$ cat src/mfb_pkg.sv
// ----------------------------------------------------------------------------
// mfb_pkg
// shared constants for the max flow engine
// ----------------------------------------------------------------------------
package mfb_pkg;
  localparam int MAX_NODES_DEF = 16;
  localparam int MAX_EDGES_DEF = 32;
  localparam int CAP_BITS_DEF  = 16;
  localparam int NODE_W  = 4;
  localparam int CNT_W   = 5;
  localparam int FIELD_W = 16;
  localparam int TOT_W   = 21;
  localparam int CFG_W   = 5;
  localparam int IDX_W   = 5;
  localparam int KIND_W  = 2;

  localparam logic [KIND_W-1:0] KIND_LOAD  = 2'd0;
  localparam logic [KIND_W-1:0] KIND_RUN   = 2'd1;
  localparam logic [KIND_W-1:0] KIND_CLEAR = 2'd2;

  localparam logic [1:0] REG_NODE_COUNT = 2'd0;
  localparam logic [1:0] REG_SOURCE     = 2'd1;
  localparam logic [1:0] REG_TARGET     = 2'd2;
endpackage

$ cat src/max_flow_bfs_augmenting.sv
// ----------------------------------------------------------------------------
// max_flow_bfs_augmenting
// breadth-first augmenting path maximum flow over a loaded edge table
// ----------------------------------------------------------------------------
// a request is taken when start is high and busy is low. load, clear and the
// unused kind finish in the accepting cycle and leave busy low. a run first
// zeroes the flows, one edge at a time, then repeats rounds: seed the search,
// per dequeued node scan the edges one at a time, check the target, then walk
// the path from the target back to the source once for the bottleneck and
// once for the update. after the last round the cut sum is taken over every
// edge and the results follow one per cycle on strobe, one per edge (a
// single totals-only result for an empty table). run length is data
// dependent.
// there is no back pressure: the receiver must take every result as it comes.
module max_flow_bfs_augmenting #(
  parameter int MAX_NODES = mfb_pkg::MAX_NODES_DEF,
  parameter int MAX_EDGES = mfb_pkg::MAX_EDGES_DEF,
  parameter int CAP_BITS  = mfb_pkg::CAP_BITS_DEF
) (
  input  logic clk,
  input  logic rst,
  input  logic start,
  output logic busy,
  input  logic [mfb_pkg::KIND_W-1:0] kind,
  input  logic [mfb_pkg::NODE_W-1:0] from_node,
  input  logic [mfb_pkg::NODE_W-1:0] to_node,
  input  logic [mfb_pkg::FIELD_W-1:0] capacity,
  input  logic cfg_we,
  input  logic [1:0] cfg_index,
  input  logic [mfb_pkg::CFG_W-1:0] cfg_data,
  output logic strobe,
  output logic [mfb_pkg::IDX_W-1:0] edge_index,
  output logic [mfb_pkg::FIELD_W-1:0] edge_flow,
  output logic in_cut,
  output logic [mfb_pkg::TOT_W-1:0] max_flow,
  output logic [mfb_pkg::TOT_W-1:0] cut_capacity,
  output logic edge_valid,
  output logic last
);
  import mfb_pkg::*;

  localparam int EW = (MAX_EDGES > 1) ? $clog2(MAX_EDGES) : 1;
  localparam int ECW = $clog2(MAX_EDGES + 1);
  localparam int NW = $clog2(MAX_NODES);
  localparam int QW = $clog2(MAX_NODES + 1);
  localparam int RW = CAP_BITS + 1;

  typedef enum logic [3:0] {
    S_IDLE, S_ZERO, S_INIT, S_DEQ, S_SCAN, S_CHECK, S_NECK, S_PUSH, S_CUT, S_EMIT
  } state_t;
  state_t state;

  logic [4:0] node_count;
  logic [3:0] source_node, target_node;

  // edge table, registers read combinationally at the signal-chosen addresses k and pk
  logic [NODE_W-1:0]   tail_mem [MAX_EDGES];
  logic [NODE_W-1:0]   head_mem [MAX_EDGES];
  logic [CAP_BITS-1:0] cap_mem  [MAX_EDGES];
  logic [CAP_BITS-1:0] flow_mem [MAX_EDGES];
  logic [ECW-1:0]      edge_count;

  logic [MAX_NODES-1:0] visited;
  logic [EW:0]          parent [MAX_NODES];
  logic [NW-1:0]        queue  [MAX_NODES];
  logic [QW-1:0]        qh, qt;
  logic [NW-1:0]        u;
  logic [EW-1:0]        k;
  logic [NW-1:0]        v;
  logic [QW-1:0]        steps;
  logic [RW-1:0]        neck;
  logic [TOT_W-1:0]     total, cutsum;

  // effective node count
  logic [8:0] n;
  always_comb begin
    if (node_count == '0) n = 9'd1;
    else if (32'(node_count) > MAX_NODES) n = 9'(MAX_NODES);
    else n = 9'(node_count);
  end

  logic [NODE_W-1:0]   et, eh;
  logic [CAP_BITS-1:0] ec, ef;
  logic act, fwd_ok, rev_ok;
  assign et = tail_mem[k];
  assign eh = head_mem[k];
  assign ec = cap_mem[k];
  assign ef = flow_mem[k];
  assign act = (9'(et) < n) && (9'(eh) < n);
  assign fwd_ok = act && (et == NODE_W'(u)) && (ef < ec) && !visited[NW'(eh)];
  assign rev_ok = act && (eh == NODE_W'(u)) && (ef != '0) && !visited[NW'(et)];
  logic last_edge;
  assign last_edge = (ECW'(k) + 1'b1 == edge_count);

  // walk: parent arc of v
  logic [EW:0] arc;
  logic [EW-1:0] pk;
  logic [RW-1:0] pres;
  assign arc = parent[v];
  assign pk = arc[EW:1];
  assign pres = arc[0] ? {1'b0, flow_mem[pk]} : ({1'b0, cap_mem[pk]} - {1'b0, flow_mem[pk]});
  logic src_ok, tgt_ok, walk_done;
  assign src_ok = 9'(source_node) < n;
  assign tgt_ok = (9'(target_node) < n) && (target_node != source_node);
  assign walk_done = (v == NW'(source_node)) || (9'(steps) >= n);

  // search seed: only the source is marked, nothing when it is out of range
  logic [MAX_NODES-1:0] src_mask;
  assign src_mask = src_ok ? (MAX_NODES'(1) << NW'(source_node)) : '0;

  assign busy = (state != S_IDLE);

  always_ff @(posedge clk) begin
    if (rst) begin
      state <= S_IDLE;
      strobe <= 1'b0;
      node_count <= 5'd16; source_node <= 4'd0; target_node <= 4'd1;
      edge_count <= '0; visited <= '0; total <= '0;
    end else begin
      strobe <= (state == S_EMIT);
      if (cfg_we) begin
        unique case (cfg_index)
          REG_NODE_COUNT: node_count <= cfg_data;
          REG_SOURCE:     source_node <= cfg_data[3:0];
          REG_TARGET:     target_node <= cfg_data[3:0];
          default: ;
        endcase
      end
      unique case (state)
        S_IDLE: if (start) begin
          if (kind == KIND_LOAD) begin
            if (9'(from_node) < n && 9'(to_node) < n && 32'(edge_count) < MAX_EDGES) begin
              tail_mem[EW'(edge_count)] <= from_node;
              head_mem[EW'(edge_count)] <= to_node;
              cap_mem[EW'(edge_count)] <= CAP_BITS'(capacity);
              edge_count <= edge_count + 1'b1;
            end
          end else if (kind == KIND_CLEAR) begin
            edge_count <= '0; total <= '0;
          end else if (kind == KIND_RUN) begin
            k <= '0; total <= '0;
            state <= (edge_count == '0) ? S_INIT : S_ZERO;
          end
        end
        S_ZERO: begin
          // flows restart from zero, one edge per cycle
          flow_mem[k] <= '0;
          if (last_edge) state <= S_INIT; else k <= k + 1'b1;
        end
        S_INIT: begin
          visited <= src_mask;
          qh <= '0;
          qt <= src_ok ? QW'(1) : '0;
          queue[0] <= NW'(source_node);
          state <= src_ok ? S_DEQ : S_CHECK;
        end
        S_DEQ: begin
          if (qh < qt && edge_count != '0) begin
            u <= queue[NW'(qh)]; qh <= qh + 1'b1; k <= '0; state <= S_SCAN;
          end else state <= S_CHECK;
        end
        S_SCAN: begin
          // forward then reverse arc share this cycle: both cannot fire for
          // the same node unless a self loop, which visited excludes
          if (fwd_ok) begin
            visited[NW'(eh)] <= 1'b1; parent[NW'(eh)] <= {k, 1'b0};
            if (32'(qt) < MAX_NODES) begin queue[NW'(qt)] <= NW'(eh); qt <= qt + 1'b1; end
          end else if (rev_ok) begin
            visited[NW'(et)] <= 1'b1; parent[NW'(et)] <= {k, 1'b1};
            if (32'(qt) < MAX_NODES) begin queue[NW'(qt)] <= NW'(et); qt <= qt + 1'b1; end
          end
          if (last_edge) state <= S_DEQ; else k <= k + 1'b1;
        end
        S_CHECK: begin
          if (tgt_ok && visited[NW'(target_node)]) begin
            v <= NW'(target_node); steps <= '0; neck <= '1;
            state <= S_NECK;
          end else begin
            k <= '0; cutsum <= '0;
            state <= (edge_count == '0) ? S_EMIT : S_CUT;
          end
        end
        S_NECK: begin
          // bottleneck walk from the target back to the source
          if (walk_done) begin
            v <= NW'(target_node); steps <= '0;
            if (neck == '0 || neck == '1) state <= S_INIT;
            else state <= S_PUSH;
          end else begin
            if (pres < neck) neck <= pres;
            v <= arc[0] ? NW'(head_mem[pk]) : NW'(tail_mem[pk]);
            steps <= steps + 1'b1;
          end
        end
        S_PUSH: begin
          if (walk_done) begin
            total <= total + TOT_W'(neck);
            state <= S_INIT;
          end else begin
            if (arc[0]) begin
              flow_mem[pk] <= flow_mem[pk] - CAP_BITS'(neck);
              v <= NW'(head_mem[pk]);
            end else begin
              flow_mem[pk] <= flow_mem[pk] + CAP_BITS'(neck);
              v <= NW'(tail_mem[pk]);
            end
            steps <= steps + 1'b1;
          end
        end
        S_CUT: begin
          if (act && visited[NW'(et)] && !visited[NW'(eh)]) cutsum <= cutsum + TOT_W'(ec);
          if (last_edge) begin k <= '0; state <= S_EMIT; end else k <= k + 1'b1;
        end
        S_EMIT: begin
          max_flow <= total;
          cut_capacity <= cutsum;
          if (edge_count == '0) begin
            edge_index <= '0; edge_flow <= '0; in_cut <= 1'b0;
            edge_valid <= 1'b0; last <= 1'b1; state <= S_IDLE;
          end else begin
            edge_index <= IDX_W'(k);
            edge_flow <= act ? FIELD_W'(ef) : '0;
            in_cut <= act && visited[NW'(et)] && !visited[NW'(eh)];
            edge_valid <= 1'b1;
            last <= last_edge;
            if (last_edge) state <= S_IDLE; else k <= k + 1'b1;
          end
        end
        default: ;
      endcase
    end
  end

  a_strobe_busy: assert property (@(posedge clk) disable iff (rst) strobe |-> $past(busy))
    else $error("result without run");
  a_no_start_busy: assert property (@(posedge clk) disable iff (rst)
    (state == S_SCAN) |-> busy) else $error("scan while idle");
endmodule

$ cat config.mk
export PLATFORM = sky130hd
export DESIGN_NAME = max_flow_bfs_augmenting
export DESIGN_NICKNAME = d
export VERILOG_FILES = /design/src/mfb_pkg.sv /design/src/max_flow_bfs_augmenting.sv
export SDC_FILE = /design/constraint.sdc
export NUM_CORES = 2
export LEC_CHECK = 0
export BUFFER_PORTS_ARGS = -buffer_cell sky130_fd_sc_hd__buf_2
export CORE_MARGIN = 2
export CORE_UTILIZATION = 64
export CTS_BUF_LIST = sky130_fd_sc_hd__clkbuf_16
export DETAILED_ROUTE_END_ITERATION = 10
export PLACE_DENSITY = 0.8
export SYNTH_ARGS = -nofsm -noshare
export SYNTH_HDL_FRONTEND = slang
export SYNTH_SLANG_ARGS = --single-unit
export TNS_END_PERCENT = 30
$ cat constraint.sdc
create_clock -name clk -period 8.9 [get_ports clk]
set_input_delay 0.445 -clock clk [delete_from_list [all_inputs] [get_ports clk]]
set_output_delay 0.445 -clock clk [all_outputs]
set_load 0.02 [all_outputs]
=== Yosys cells after proc, flatten, opt, wreduce, memory -nomap -nowiden ===
Memories as Yosys holds them, arrays and structs flattened. A register that Yosys moved wholly into a read port is not among the register bits.
Index checks and enable logic that the tools add are counted.

* Output and inout port bits: 68
* RAM bits: 1440
* Register bits after elaboration: 189
* Logic and storage cells: 297
* Input port bits: 37
* Memories: 6

* Bitwise gates (word level): 6
* Reductions and logical operators: 58
* Shift operators: 1
* Magnitude comparators: 18
* Add/sub/neg operators: 11
* Equal/unequal tests: 40
* Muxes and demuxes: 135

{| class="wikitable"
|+ Memories
! name !! depth !! bits a word !! rd ports !! clocked after memory_dff !! wr ports !! line !! RTL
|-
| cap_mem || 32 || 16 || 2 || 1 || 1 || max_flow_bfs_augmenting.sv:59 || <nowiki>logic [CAP_BITS-1:0] cap_mem [MAX_EDGES];</nowiki>
|-
| flow_mem || 32 || 16 || 2 || 1 || 1 || max_flow_bfs_augmenting.sv:60 || <nowiki>logic [CAP_BITS-1:0] flow_mem [MAX_EDGES];</nowiki>
|-
| head_mem || 32 || 4 || 2 || 1 || 1 || max_flow_bfs_augmenting.sv:58 || <nowiki>logic [NODE_W-1:0] head_mem [MAX_EDGES];</nowiki>
|-
| tail_mem || 32 || 4 || 2 || 1 || 1 || max_flow_bfs_augmenting.sv:57 || <nowiki>logic [NODE_W-1:0] tail_mem [MAX_EDGES];</nowiki>
|-
| parent || 16 || 6 || 1 || 1 || 1 || max_flow_bfs_augmenting.sv:64 || <nowiki>logic [EW:0] parent [MAX_NODES];</nowiki>
|-
| queue || 16 || 4 || 1 || 1 || 1 || max_flow_bfs_augmenting.sv:65 || <nowiki>logic [NW-1:0] queue [MAX_NODES];</nowiki>
|}

{| class="wikitable"
|+ Operators with widths
! kind !! count
|-
| 2-to-1 mux 21 bit || 7
|-
| 2-to-1 mux 5 bit || 23
|-
| 2-to-1 mux 4 bit || 21
|-
| one-hot mux 21 bit (2 select lines) || 2
|-
| 2-to-1 mux 16 bit || 5
|-
| 2-to-1 mux 17 bit || 4
|-
| less-than comparator 4 x 9 -> 1 bit || 6
|-
| 2-to-1 mux 1 bit || 53
|-
| one-hot mux 4 bit (10 select lines) || 1
|-
| inequality test 2 bit, second input constant || 17
|-
| one-hot mux 17 bit (2 select lines) || 1
|-
| OR 16 bit || 2
|-
| one-hot mux 16 bit (2 select lines) || 1
|-
| one-hot mux 5 bit (6 select lines) || 1
|-
| 2-to-1 mux 6 bit || 4
|-
| adder 21 x 16 -> 21 bit || 1
|-
| adder 21 x 17 -> 21 bit || 1
|-
| adder 5 x 1 -> 5 bit, second input constant || 4
|-
| one-hot mux 5 bit (2 select lines) || 2
|-
| equality test 17 bit, second input constant || 1
|-
| zero test 17 bit || 1
|-
| less-than comparator 17 bit || 1
|-
| subtractor 16 x 16 -> 17 bit || 1
|-
| adder 16 bit || 1
|-
| other kinds (55) || 108
|}

=== Depth between registers and ports, before layout ===
* Depth after elaboration: 16
* Depth in mapped cells: 34
* Depth with buffers taken out: 29

=== Worst setup path before layout ===
Ideal clock, no wire load.

* Kind: reg2reg
* Start point: reg with a tool-made name
* End point: reg neck[0], enable pin
* Stages on the path, launching flop included: 31
* Data arrival time: 7337 ps
* Setup slack: 1167 ps
* Clock period less this slack: 7733 ps
* Required time: 8503 ps
* Buffers on the path: 7
* Cells stage by stage: dfxtp_1 > buf_2 > buf_4 > buf_2 > mux4_2 > mux4_2 > inv_2 > buf_2 > buf_2 > buf_1 > buf_1 > nand2_1 > a311o_1 > o21ai_0 > ha_1 > nor2b_1 > o21ai_0 > a21oi_1 > o21ai_0 > nand2b_1 > a21o_1 > a41o_1 > o41a_1 > a31oi_1 > xor2_1 > mux2i_1 > ha_1 > a21o_1 > a21oi_1 > o2111ai_1 > o211ai_1

{| class="wikitable"
|+ RTL lines
! item !! line !! RTL
|-
| end signal, assigned || max_flow_bfs_augmenting.sv:190 || <nowiki>if (pres < neck) neck <= pres;</nowiki>
|-
| end, declared || max_flow_bfs_augmenting.sv:71 || <nowiki>logic [RW-1:0] neck;</nowiki>
|}

==> impl_summary.txt <==
----------------------------------------------------
[STA]
  Final setup fails ... 0
  Setup_tns ... 0 ns
  Worst max-slew margin expressed relative to the limit ... 13.98%
  Period utilisation layout ... 93.06%
  Measured slew at the worst slew-check pin ... 1.287 ns
  Clk_skew ... around 0.041 ns
  Achievable frequency ... 120.7 MHz
  Setup repair after global routing missed its margin ... false
  Max-slew violations ... 0
  Hold violation count in the final report ... 0
  Final worst path period need ... 8.282 ns

[Logic synthesis]
  EDFF count, synth ... 1572
  Most instantiated cells after synthesis ... sky130_fd_sc_hd__edfxtp_1 (1572), sky130_fd_sc_hd__mux4_2 (680), sky130_fd_sc_hd__nand2_1 (290), sky130_fd_sc_hd__nor2_1 (274), sky130_fd_sc_hd__mux2i_1 (212)
  Synthesized net count ... 5008
  Sequential cell area fraction in the yosys report ... between 60% and 70%
  Dominant cell type by area after synthesis ... sky130_fd_sc_hd__edfxtp_1
  Synthesized area per cell ... 16.56 sq um
  Warnings, synthesis ... 0
  Area of the mapped netlist ... around 80000 sq um
  Flip-flop and latch count after synthesis ... approximately 1600
  Number of distinct library cell variants in the gate-level netlist after synthesis ... 85
  Prevailing post-synth register cell ... sky130_fd_sc_hd__edfxtp_1
  Syn Inst Count ... 4831
  Proportion of register bits with asynchronous set or reset after synthesis ... 0%
  Top-area cell type share of the netlist area ... 59.02%
  Area contributors post-synth ... sky130_fd_sc_hd__edfxtp_1 (59%), sky130_fd_sc_hd__mux4_2 (19%), sky130_fd_sc_hd__mux2i_1 (2.7%)
  Most repeated cell in the gate-level netlist after synthesis ... sky130_fd_sc_hd__edfxtp_1

[Clocking]
  Clock Pin Slew Worst Setup and Hold Paths ... 0.06 ns
  TritonCTS buffer count ... 164
  Clock sink count ... 1642
  Clock latency on the worst-skew pair ... 0.84 ns
  Buffers inserted during post-CTS setup optimization ... 0
  Clk buf depth ... 3
  TritonCTS clock tree ... yes
  Master cell of the clock root buffer ... sky130_fd_sc_hd__clkbuf_16
  Total number of H-tree levels ... 4

[Global route]
  Total congestion overflow after global routing ... 0
  Antenna violations before repair ... 13
  Wire length of the first global-routing pass ... ~350000 microns
  Global routing met1 resource utilization ... 49.95%
  Met3 usage in global routing ... 12.23%
  GRT Util Overall ... between 30% and 40%
  Met2 usage in global routing ... roughly 58%
  Number of global-route vias before repair ... 50580
  Pin count of the biggest net entering global routing ... ~110
  Most utilized layer in the global route result ... met2

[Detailed routing]
  Vias per inst ... 7.571
  First-pass DRT Iterations ... 6
  Wire per inst ... 35.76 microns
  Number of antenna-violating nets in the routed design ... 0
  Drt total wl ... 241100 microns
  Number of design-rule violations left by the first detailed-router iteration ... 9177
  Count of vias placed by the detailed router ... 51050
  Total DRC errors in the routed layout ... 0

[Critical path]
  Timing endpoint of the critical path ... neck[10]
  Critical path data required time ... about 9.4 ns
  Setup slack of the most critical reg-to-reg path ... 0.62 ns
  Cell with the biggest individual delay on the critical path ... sky130_fd_sc_hd__dfxtp_1
  Startpoint type of the worst setup path ... flop
  Setup Crit Path Kind ... flop to flop
  Critical Path Sink Type ... flop
  Largest fanout of any net on the critical path ... 57
  Depth of the worst register-to-register path ... 31
  Most repeated library cell on the critical path ... sky130_fd_sc_hd__buf_4
  Stage delay of the slowest cell on the critical path ... 0.59 ns
  Worst endpoint data arrival time ... 8.80 ns
  Capturing point of the worst reg2reg path ... neck[10]

[Status]
  Run status ... completed

[Pwr]
  Sequential Power Share ... 36.4%
  P_sw ... 8793 uW
  Static leakage ... 0.02780 uW
  Combinational share of power ... 35.9%
  Portion of total power attributed to the clock network ... 27.7%
  Power density over the cells ... 279.7 nW/um^2
  Worst IR drop on VDD ... 0.0002947 V
  Switching part of the total ... 35.57%
  Int Power ... 15930 uW

[Cells and area]
  Area added between synthesis and finish ... 10.48%
  Count of fill cells added during filler insertion ... 7325
  Net total in the final layout ... slightly above 5000
  Fraction of layout cells with a size suffix above 1 ... between 20 and 30%
  Non-filler cells in the finished layout ... 6743

[Placement]
  Count of input and output buffers ... between 100 and 150
  Placed wire-length estimate ... ~140000 microns
  Last weighted congestion value of the routability-driven placer ... 0.9323
  Total placed cells including tap cells ... 6437

[Die]
  Die Area ... 127800 sq um
  Vert. Die Dim ... 357.5 microns
  Placement row count ... 129
  Initial Utilization ... 64.61%
  Placeable core region ... 123800 sq um
  Die outline width ... 357.5 microns
  Top-Level Pins ... between 100 and 150

[Hold path]
  Class of the most critical hold timing path ... input port to flop

[Flow run]
  # Max-Cap Violations ... 0

----------------------------------------------------
-- stage by stage --
step                hold WS [ns]  total power [uW]  setup slack [ns]  utilization, %  cell area (sq um)
global placement          0.4419             17430            0.8735           67.06              83020
global route              0.1085             25390           0.02918           71.38              88370
finish                    0.1097             24720            0.6180           71.38              88370
detailed placement        0.4544             17610            0.6928           67.06              83020
CTS                      0.07308             24420            0.5987           71.37              88360
floorplan                 0.4280             14940             1.167               -              79990
-- layout by cell type (no fill, tap or decap), types with 14 or more instances in the layout --
cell type	instances
sky130_fd_sc_hd__a21o_1	31
sky130_fd_sc_hd__and3_1	21
sky130_fd_sc_hd__a221oi_1	23
sky130_fd_sc_hd__a311o_1	16
sky130_fd_sc_hd__and2_1	72
sky130_fd_sc_hd__nand3_1	55
sky130_fd_sc_hd__nor3_1	55
sky130_fd_sc_hd__xnor2_1	69
sky130_fd_sc_hd__inv_1	145
sky130_fd_sc_hd__mux2_2	34
sky130_fd_sc_hd__nand4_1	30
sky130_fd_sc_hd__clkinvlp_4	14
sky130_fd_sc_hd__a31oi_1	52
sky130_fd_sc_hd__buf_2	104
sky130_fd_sc_hd__nor2b_1	42
sky130_fd_sc_hd__o31ai_1	21
sky130_fd_sc_hd__o21ai_1	18
sky130_fd_sc_hd__ha_1	136
sky130_fd_sc_hd__nand2b_1	42
sky130_fd_sc_hd__clkbuf_16	168
sky130_fd_sc_hd__a22oi_1	84
sky130_fd_sc_hd__mux2i_1	211
sky130_fd_sc_hd__clkinv_1	41
sky130_fd_sc_hd__buf_4	151
sky130_fd_sc_hd__o21ai_0	72
sky130_fd_sc_hd__clkinv_2	24
sky130_fd_sc_hd__edfxtp_1	1572
sky130_fd_sc_hd__or3_1	16
sky130_fd_sc_hd__xor2_1	30
sky130_fd_sc_hd__nor2_4	66
sky130_fd_sc_hd__nor2_1	208
sky130_fd_sc_hd__mux4_2	677
sky130_fd_sc_hd__a21oi_1	121
sky130_fd_sc_hd__nand2_1	290
sky130_fd_sc_hd__a211oi_1	75
sky130_fd_sc_hd__dfxtp_1	65
-- layer usage --
metal,wire (microns),part of all wire [%]
met3,36700,15
met1,78960,33
met2,109200,45
met5,254,0.11
met4,16020,6.6
-- registers in the layout, indices dropped and copies added (netlist names), 21 cells and up, named ones only --
name,count
tail_mem,128
total,21
head_mem,128
max_flow,21
queue,64
cut_capacity,21
flow_mem,512
cutsum,21
cap_mem,512
parent,96
-- kinds of logic after synthesis --
group | Yosys count | share of synthesized area, %
compound gates | 625 | 5.375
fa+ha+maj | 140 | 2.228
buf+inv | 427 | 2.439
xor+xnor | 99 | 1.084
simple gates | 967 | 5.753
mux | 931 | 22.35
flops | 1642 | 60.77
-- power by group through the flow --
stage	clock network (uW)	logic, uW	registers, uW
floorplan	0	6150	8790
global placement	0	8290	9140
detailed placement	0	8460	9150
CTS	6850	8580	8990
global route	7130	9230	9020
finish	6840	8880	9000
-- worst min-delay path by stage --
stage                          from               to  slack (ns)  cells past startpoint
final                           rst    edge_count[3]        0.11                      2
after detailed placement  cutsum[8]  cut_capacity[8]        0.45                      0
after CTS                       rst    edge_count[3]        0.07                      2
after global placement    total[20]     max_flow[20]        0.44                      0
after global routing            rst    edge_count[3]        0.11                      2
after floorplan           total[20]     max_flow[20]        0.43                      0
-- critical path, delay by kind of cell (launching register included) --
family / cells / cell delay, ns
compound gates: 13 / 2.70
flops: 1 / 0.59
fa+ha+maj: 2 / 0.56
simple gates: 6 / 0.87
buf+inv: 4 / 1.10
mux: 5 / 1.88
xor+xnor: 1 / 0.16
-- cell type report --
cell class	instances	area (sq um)	area share, %
flip-flops and latches	1642	48630	55.02
diodes	3	7.507	0.008495
clock buffers	168	4204	4.757
clock inverters	130	1084	1.226
multi-input cells	2762	29970	33.92
repair buffers	273	1947	2.203
inverters	128	483.0	0.5465
well taps	1637	2048	2.318
-- what timing repair did --
action,CTS,global route
resized for setup,0,2
endpoints found under the setup margin,0,17
hold buffers,5,0
hold endpoints to repair,13,0
Note: power is estimated with default switching activity, not from simulation.
